### src/sv/q4q8_pkg.sv
// shared types, constants and single-precision arithmetic functions for the q4/q8 dot product
package q4q8_pkg;

  localparam int BLOCK_ELEMS = 32;
  localparam int LANES       = 8;
  localparam int STEPS       = BLOCK_ELEMS / LANES;
  localparam int STEP_W      = $clog2(STEPS);
  localparam int ACC_W       = 17;

  localparam logic [3:0]  NIB_BIAS    = 4'h8;
  localparam logic [17:0] HALF_EXP_ADJ = 18'h1C000;
  localparam logic [7:0]  EXP_BIAS    = 8'd127;
  localparam logic [7:0]  EXP_MAX     = 8'hFF;

  typedef struct packed {
    logic              load;
    logic              dot;
    logic [STEP_W-1:0] idx;
    logic              cvt;
    logic              mul_w;
    logic              mul_a;
    logic              add;
  } q4q8_cmd_t;

  typedef struct packed {
    logic last;
    logic out_busy;
  } q4q8_stat_t;

  function automatic logic [31:0] widen_half(input logic [15:0] h);
    logic [17:0] e;
    e = {3'b000, h[14:0]} + HALF_EXP_ADJ;
    if (h[14:0] == 15'd0) return {h[15], 31'd0};
    return {h[15], e[17:0], 13'd0};
  endfunction

  function automatic logic [31:0] int_to_float(input logic signed [ACC_W-1:0] v);
    logic [ACC_W-1:0] mag;
    logic [4:0]       pos;
    logic [39:0]      norm;
    logic [7:0]       e;
    mag = v[ACC_W-1] ? ACC_W'(-v) : ACC_W'(v);
    pos = 5'd0;
    for (int i = 0; i < ACC_W; i++) begin
      if (mag[i]) pos = 5'(i);
    end
    norm = {mag, 23'd0} >> pos;
    e = EXP_BIAS + {3'b000, pos};
    if (mag == '0) return 32'd0;
    return {v[ACC_W-1], e, norm[22:0]};
  endfunction

  function automatic logic [31:0] fmul(input logic [31:0] a, input logic [31:0] b);
    logic        s;
    logic [47:0] p;
    logic [9:0]  e;
    logic [23:0] m;
    logic        g;
    logic        st;
    logic [24:0] mr;
    s = a[31] ^ b[31];
    p = {1'b1, a[22:0]} * {1'b1, b[22:0]};
    e = {2'b00, a[30:23]} + {2'b00, b[30:23]} - {2'b00, EXP_BIAS};
    if (p[47]) begin
      m  = p[47:24];
      g  = p[23];
      st = |p[22:0];
      e  = e + 10'd1;
    end else begin
      m  = p[46:23];
      g  = p[22];
      st = |p[21:0];
    end
    mr = {1'b0, m} + {24'd0, g & (st | m[0])};
    if (mr[24]) begin
      e  = e + 10'd1;
      mr = 25'd0;
    end
    if (a[30:0] == 31'd0 || b[30:0] == 31'd0) return {s, 31'd0};
    return {s, e[7:0], mr[22:0]};
  endfunction

  function automatic logic [31:0] fadd(input logic [31:0] a, input logic [31:0] b);
    logic [31:0] x;
    logic [31:0] y;
    logic [26:0] mx;
    logic [26:0] my;
    logic [26:0] mys;
    logic [53:0] sh;
    logic [7:0]  d;
    logic [9:0]  e;
    logic [27:0] s28;
    logic [26:0] df;
    logic [26:0] r;
    logic [4:0]  lz;
    logic        found;
    logic [24:0] mr;
    if (a[30:23] == EXP_MAX) return a;
    if (b[30:23] == EXP_MAX) return b;
    if (a[30:0] == 31'd0 && b[30:0] == 31'd0) return {a[31] & b[31], 31'd0};
    if (b[30:0] == 31'd0) return a;
    if (a[30:0] == 31'd0) return b;
    if (b[30:0] > a[30:0]) begin
      x = b;
      y = a;
    end else begin
      x = a;
      y = b;
    end
    mx = {1'b1, x[22:0], 3'b000};
    my = {1'b1, y[22:0], 3'b000};
    d  = x[30:23] - y[30:23];
    sh = {my, 27'd0} >> d;
    if (d >= 8'd27) mys = 27'd1;
    else mys = sh[53:27] | {26'd0, |sh[26:0]};
    e = {2'b00, x[30:23]};
    r = '0;
    if (x[31] == y[31]) begin
      s28 = {1'b0, mx} + {1'b0, mys};
      if (s28[27]) begin
        r = {s28[27:2], s28[1] | s28[0]};
        e = e + 10'd1;
      end else begin
        r = s28[26:0];
      end
    end else begin
      df = mx - mys;
      if (df == 27'd0) return 32'd0;
      lz = 5'd0;
      found = 1'b0;
      for (int i = 0; i < 27; i++) begin
        if (!found && df[26-i]) begin
          lz = 5'(i);
          found = 1'b1;
        end
      end
      r = df << lz;
      e = e - {5'd0, lz};
    end
    mr = {1'b0, r[26:3]} + {24'd0, r[2] & ((|r[1:0]) | r[3])};
    if (mr[24]) begin
      e  = e + 10'd1;
      mr = 25'd0;
    end
    if (e >= {2'b00, EXP_MAX}) return {x[31], EXP_MAX, 23'd0};
    return {x[31], e[7:0], mr[22:0]};
  endfunction

endpackage

### src/sv/q4_q8_block_dot_product.sv
// top level of the q4/q8 block dot product accumulator
//
// input channel: one beat carries a weight block (16 packed nibble bytes plus an
// fp16 scale) and an activation block (32 signed bytes plus an fp16 scale), with
// last_block marking the final pair of a dot product. in_stall is high while a
// beat is being worked on.
// each beat is captured, then worked through four integer steps of eight lane
// products each, then convert, two float multiplies and the float add; the
// shared integer lanes and the float chain are used in turn, so a new beat is
// taken only after the float add of the one before it.
// output channel: on a beat with last_block the accumulated single-precision
// sum appears on dot_result with out_valid in the cycle after the final float
// add, and the running sum returns to +0.
// beats without last_block produce no output.
// if the receiver stalls, the result is held in the output register and the
// next beat is still accepted; its float add waits only if that beat carries
// last_block while a held result is still stalled.
// reset clears the running sum to +0 and drops out_valid.
module q4_q8_block_dot_product (
  input  logic        clk,
  input  logic        rst,
  input  logic        in_valid,
  output logic        in_stall,
  input  logic [63:0] weight_bytes_low,
  input  logic [63:0] weight_bytes_high,
  input  logic [15:0] weight_scale,
  input  logic [63:0] act_bytes_0,
  input  logic [63:0] act_bytes_1,
  input  logic [63:0] act_bytes_2,
  input  logic [63:0] act_bytes_3,
  input  logic [15:0] act_scale,
  input  logic        last_block,
  output logic        out_valid,
  input  logic        out_stall,
  output logic [31:0] dot_result
);
  import q4q8_pkg::*;

  q4q8_cmd_t  cmd;
  q4q8_stat_t stat;

  q4q8_ctrl u_ctrl (
    .clk      (clk),
    .rst      (rst),
    .in_valid (in_valid),
    .in_stall (in_stall),
    .stat     (stat),
    .cmd      (cmd)
  );

  q4q8_dpath u_dpath (
    .clk               (clk),
    .rst               (rst),
    .cmd               (cmd),
    .stat              (stat),
    .weight_bytes_low  (weight_bytes_low),
    .weight_bytes_high (weight_bytes_high),
    .weight_scale      (weight_scale),
    .act_bytes_0       (act_bytes_0),
    .act_bytes_1       (act_bytes_1),
    .act_bytes_2       (act_bytes_2),
    .act_bytes_3       (act_bytes_3),
    .act_scale         (act_scale),
    .last_block        (last_block),
    .out_valid         (out_valid),
    .out_stall         (out_stall),
    .dot_result        (dot_result)
  );

endmodule

### src/sv/q4q8_ctrl.sv
// controller state machine sequencing load, integer dot steps and float operations
module q4q8_ctrl (
  input  logic                clk,
  input  logic                rst,
  input  logic                in_valid,
  output logic                in_stall,
  input  q4q8_pkg::q4q8_stat_t stat,
  output q4q8_pkg::q4q8_cmd_t  cmd
);
  import q4q8_pkg::*;

  typedef enum logic [5:0] {
    S_IDLE = 6'b000001,
    S_DOT  = 6'b000010,
    S_CVT  = 6'b000100,
    S_MULW = 6'b001000,
    S_MULA = 6'b010000,
    S_ADD  = 6'b100000
  } state_t;

  state_t            state;
  state_t            state_next;
  logic [STEP_W-1:0] step;
  logic [STEP_W-1:0] step_next;
  logic              add_go;

  assign in_stall = (state != S_IDLE);
  assign add_go   = !stat.last || !stat.out_busy;

  always_comb begin
    state_next = state;
    step_next  = step;
    cmd        = '0;
    cmd.idx    = step;
    case (state)
      S_IDLE: begin
        if (in_valid) begin
          cmd.load   = 1'b1;
          state_next = S_DOT;
          step_next  = '0;
        end
      end
      S_DOT: begin
        cmd.dot   = 1'b1;
        step_next = step + STEP_W'(1);
        if (step == STEP_W'(STEPS - 1)) state_next = S_CVT;
      end
      S_CVT: begin
        cmd.cvt    = 1'b1;
        state_next = S_MULW;
      end
      S_MULW: begin
        cmd.mul_w  = 1'b1;
        state_next = S_MULA;
      end
      S_MULA: begin
        cmd.mul_a  = 1'b1;
        state_next = S_ADD;
      end
      S_ADD: begin
        if (add_go) begin
          cmd.add    = 1'b1;
          state_next = S_IDLE;
        end
      end
      default: state_next = S_IDLE;
    endcase
  end

  always_ff @(posedge clk) begin
    if (rst) begin
      state <= S_IDLE;
      step  <= '0;
    end else begin
      state <= state_next;
      step  <= step_next;
    end
  end

endmodule

### src/sv/q4q8_dpath.sv
// datapath: operand registers, lane multipliers, float convert, multiply, add and output register
module q4q8_dpath (
  input  logic                 clk,
  input  logic                 rst,
  input  q4q8_pkg::q4q8_cmd_t  cmd,
  output q4q8_pkg::q4q8_stat_t stat,
  input  logic [63:0]          weight_bytes_low,
  input  logic [63:0]          weight_bytes_high,
  input  logic [15:0]          weight_scale,
  input  logic [63:0]          act_bytes_0,
  input  logic [63:0]          act_bytes_1,
  input  logic [63:0]          act_bytes_2,
  input  logic [63:0]          act_bytes_3,
  input  logic [15:0]          act_scale,
  input  logic                 last_block,
  output logic                 out_valid,
  input  logic                 out_stall,
  output logic [31:0]          dot_result
);
  import q4q8_pkg::*;

  logic [63:0]              wl;
  logic [63:0]              wh;
  logic [63:0]              act [STEPS];
  logic [15:0]              ws;
  logic [15:0]              as;
  logic                     last;
  logic signed [ACC_W-1:0]  acc;
  logic signed [ACC_W-1:0]  lane_sum;
  logic [31:0]              prod;
  logic [31:0]              sum;
  logic [31:0]              sum_next;
  logic [63:0]              wsel;
  logic [63:0]              asel;

  assign stat.last     = last;
  assign stat.out_busy = out_valid & out_stall;

  assign wsel     = cmd.idx[0] ? wh : wl;
  assign asel     = act[cmd.idx];
  assign sum_next = fadd(sum, prod);

  always_comb begin
    logic [3:0]         nib;
    logic signed [4:0]  wv;
    logic signed [7:0]  av;
    logic signed [12:0] pv;
    lane_sum = '0;
    for (int k = 0; k < LANES; k++) begin
      nib = cmd.idx[1] ? wsel[8*k+4 +: 4] : wsel[8*k +: 4];
      wv  = signed'({1'b0, nib} - {1'b0, NIB_BIAS});
      av  = signed'(asel[8*k +: 8]);
      pv  = wv * av;
      lane_sum = lane_sum + ACC_W'(pv);
    end
  end

  always_ff @(posedge clk) begin
    if (cmd.load) begin
      wl     <= weight_bytes_low;
      wh     <= weight_bytes_high;
      act[0] <= act_bytes_0;
      act[1] <= act_bytes_1;
      act[2] <= act_bytes_2;
      act[3] <= act_bytes_3;
      ws     <= weight_scale;
      as     <= act_scale;
      last   <= last_block;
      acc    <= '0;
    end else if (cmd.dot) begin
      acc <= acc + lane_sum;
    end
    if (cmd.cvt) prod <= int_to_float(acc);
    else if (cmd.mul_w) prod <= fmul(prod, widen_half(ws));
    else if (cmd.mul_a) prod <= fmul(prod, widen_half(as));
    if (cmd.add && last) dot_result <= sum_next;
  end

  always_ff @(posedge clk) begin
    if (rst) begin
      sum       <= 32'd0;
      out_valid <= 1'b0;
    end else begin
      if (cmd.add) sum <= last ? 32'd0 : sum_next;
      if (cmd.add && last) out_valid <= 1'b1;
      else if (!out_stall) out_valid <= 1'b0;
    end
  end

endmodule
### config.mk
export PLATFORM = sky130hd
export DESIGN_NAME = q4_q8_block_dot_product
export DESIGN_NICKNAME = d
export VERILOG_FILES = /design/src/sv/q4q8_pkg.sv /design/src/sv/q4_q8_block_dot_product.sv /design/src/sv/q4q8_ctrl.sv /design/src/sv/q4q8_dpath.sv
export SDC_FILE = /design/constraint.sdc
export NUM_CORES = 2
export LEC_CHECK = 0
export ABC_AREA = 0
export BUFFER_PORTS_ARGS = -buffer_cell sky130_fd_sc_hd__buf_2
export CELL_PAD_IN_SITES_DETAIL_PLACEMENT = 0
export CELL_PAD_IN_SITES_GLOBAL_PLACEMENT = 2
export CORE_ASPECT_RATIO = 1.5
export CORE_UTILIZATION = 42
export CTS_BUF_LIST = sky130_fd_sc_hd__clkbuf_8
export DETAILED_ROUTE_END_ITERATION = 16
export PLACE_DENSITY_LB_ADDON = 0.1
export SYNTH_ARGS = -nofsm -noshare
export SYNTH_HDL_FRONTEND = slang
export SYNTH_HIERARCHICAL = 1
export SYNTH_SLANG_ARGS = --single-unit
### constraint.sdc
create_clock -name clk -period 15.7 [get_ports clk]
set_clock_uncertainty 0.15 [all_clocks]
set_input_delay 0.785 -clock clk [delete_from_list [all_inputs] [get_ports clk]]
set_output_delay 0.785 -clock clk [all_outputs]
set_load 0.02 [all_outputs]
==> qor.csv <==
metric;value;unit
number of buffers on the longest clock path;3;
Main synth FF type;edfxtp_1;
syn nets;8894;
clock latency at the later pin of the worst-skew pair;880;ps
H-tree lvl count;3;
Fin Setup TNS;0;ps
Synth cell types;123;
average cell area after synthesis;9.78;sq um
flops & latches, synth;539;
Critical path buffers and inverters;7;
total wire length after detailed routing;260000;um
placer's final routability congestion estimate;0.967;
Worst Min Path Start;weight_bytes_high[52];
master cell of the clock root buffer;clkbuf_8;
crit path capture type;flop;
gate count after technology mapping;7071;
Crit Reg-Reg Startpoint;u_dpath/prod[25];
effective utilization at floorplan;0.422;
final setup fails;0;
max-capacitance violation count;1;
fmax;69.2;MHz
number of rows in the core area;182;
result of the run;complete, but fails checks;
total vias in the final route;56197;
final number of hold-violating endpoints;0;
die area;0.166;sq mm
DRC violation count after routing;2;
number of instances resized during post-cts repair;0;
post-synthesis async set-or-reset flop share;0;
fill count;15339;
Synth Cell Area;0.0691;sq mm
# IOs;455;
worst min path class;primary input to flop;
critical path fanouts, max;20;
register area share after synthesis;0.226;
element type at the critical path start;flop;
total congestion overflow after global routing;0;
global routing usage summed across all routing layers;0.315;
area growth from synthesis to layout;15.6;%
post-detailed-route count of antenna-violating nets;0;
final worst-path cycle share;0.920;
via count of the first global-routing pass;60572;
EDFF count, synth;481;
longest individual stage delay on the worst path;840;ps
failing checks;DRC, capacitance limit;
Post-CTS Setup Repair Bufs;0;
Die Width;333;um
Core Region;0.164;sq mm
Pins Over Slew Limit;0;
measured slew at the worst slew-check pin;1490;ps
drt pass-1 iters;14;
number of antenna violations at the first check in global routing;15;
clock buffer count from CTS;92;
min Tclk post-route;14440;ps
RSZ-0062 raised after global routing;no;
pin count of the biggest net entering global routing;85;
clock tree from TritonCTS;yes;
worst slew slack as a fraction of its limit;0.00475;
WP data arrival;14840;ps
largest delay contributor family on the critical path;simple AND/OR/NAND/NOR gates;
Critical Path Source;u_dpath/prod[25];
detailed placer's ending HPWL;209000;um
Clock transition at path regs;70;ps
total clock sinks;539;
share of cells above drive strength 1;0.124;
global-route wire length before repair;386000;um
Starting DRT DRC Count;3162;
PortBufs;454;
required time at the endpoint of the critical path;16100;ps
average wire length per cell after detail routing;26.0;um
total number of yosys warnings;6;
via density per instance;5.60;
critical-path cell with the highest stage delay;a2111oi_1;
Finished Core Util;0.488;
net total in the final layout;9651;
Die Ht;499;um
type of the worst setup path;flop to flop;
synth_stat cells (all sizes together) (28+ instances only):
library cell / instances / area (sq um)
a211oi: 42 / 320
nand2: 653 / 2450
mux2: 34 / 387
o31ai: 31 / 233
ha: 569 / 7120
and3: 34 / 226
or2: 60 / 375
nor2: 361 / 1370
xor2: 85 / 744
o21ai: 226 / 1150
clkbuf: 260 / 977
nand4: 63 / 434
fa: 833 / 16700
a21oi: 307 / 1540
nand3: 135 / 686
dfxtp: 58 / 1160
nand2b: 33 / 206
buf: 67 / 337
a21o: 65 / 488
o21a: 28 / 210
o21bai: 69 / 518
mux2i: 129 / 1290
nor3: 120 / 627
xnor2: 193 / 1700
o211ai: 48 / 365
edfxtp: 481 / 14400
a31oi: 51 / 325
and2: 422 / 2640
inv: 1044 / 3920
nor4: 52 / 413
mux4: 99 / 2230
nor2b: 34 / 213
or3: 39 / 244
placed cells by master, fill, tap and decap left out, drive strengths merged, types with 39 or more instances in the layout:
cell type    count
a211oi          42
a21o            65
a21oi          307
a31oi           51
and2           422
buf            576
clkbuf          95
dfxtp           58
dlygate4sd3    414
edfxtp         481
fa             833
ha             569
inv           1075
mux2i          129
mux4            99
nand2          653
nand3          135
nand4           63
nor2           361
nor3           120
nor4            52
o211ai          48
o21ai          226
o21bai          69
or2             60
or3             39
xnor2          193
xor2            85
worst reg2reg max path: cells and delay by family, from the launching register on:
family	cells	cell delay, ps
flip-flops	1	660
adder cells (fa/ha/maj)	4	1580
multiplexers	2	840
AND/OR/NAND/NOR	16	4640
AO/OA/AOI/OAI	15	4350
buffers and inverters	7	1470
XOR/XNOR	1	500
stage by stage:
step           hold slack, ps  cells  instance area [sq um]  setup slack (ps)
4_1_cts                  9.88  10018                  79900              1350
3_3_place_gp              351   9436                  73800              1690
5_1_grt                  30.4  10024                  79900               381
6_report                 69.7  10028                  79900              1260
3_5_place_dp              364   9436                  73800              1490
2_1_floorplan             308   7071                  69100              2680
sequential cells by signal, indices dropped and copies added, names as in the netlist, 2 cells and up:
register,flops
u_dpath/prod,32
u_dpath/sum,32
u_ctrl/state,6
u_dpath/ws,16
u_dpath/wh,64
u_dpath/wl,64
u_ctrl/step,2
u_dpath/acc,17
u_dpath/dot_result,32
u_dpath/act,256
u_dpath/as,16
cells by family (layout without fill, tap and decap cells):
| logic type | after synthesis | count (layout) | synth area share |
|---|---|---|---|
| and+or+nand+nor | 2066 | 2066 | 0.150 |
| adders and majority gates | 1404 | 1404 | 0.344 |
| buffers and inverters | 1375 | 2206 | 0.0759 |
| AOI/OAI and AO/OA | 1147 | 1147 | 0.112 |
| DFF | 539 | 539 | 0.226 |
| xor gates and xnor gates | 278 | 278 | 0.0353 |
| muxes | 262 | 262 | 0.0565 |
| other | 0 | 10 | 0 |
worst paths after layout:
path,end,slack [ps],depth (start not counted)
worst min-delay path,u_dpath/wh[52],70,1
worst max register to register,u_dpath/dot_result[19],1260,45
worst min register to register,u_dpath/sum[20],380,2
worst max-delay path,u_dpath/dot_result[19],1260,45
routing by layer:
metal,vias up,track usage,part of all wire
li1,25495,-,-
met1,28285,0.318,0.34
met2,1745,0.602,0.54
met3,662,0.0357,0.040
met4,10,0.208,0.077
met5,-,0,0.00021
what timing repair did:
| item | in CTS | in global routing |
|---|---|---|
| setup endpoints to repair | 0 | 0 |
| hold buffers | 414 | 0 |
| endpoints found under the hold margin | 414 | 0 |
layout make-up:
class | count | area (sq um) | area share
Antenna cell | 10 | 25.0 | 0.000313
Clock buffer | 95 | 1310 | 0.0164
Clock inverter | 73 | 633 | 0.00792
Inverter | 1048 | 3940 | 0.0493
Multi-Input combinational cell | 5157 | 48400 | 0.605
Sequential cell | 539 | 15600 | 0.195
Tap cell | 2116 | 2650 | 0.0331
Timing Repair Buffer | 990 | 7360 | 0.0921
Power is left out: the tool's default activity adds up to more than one toggle a clock period on the data nets, which glitch-free logic cannot reach.
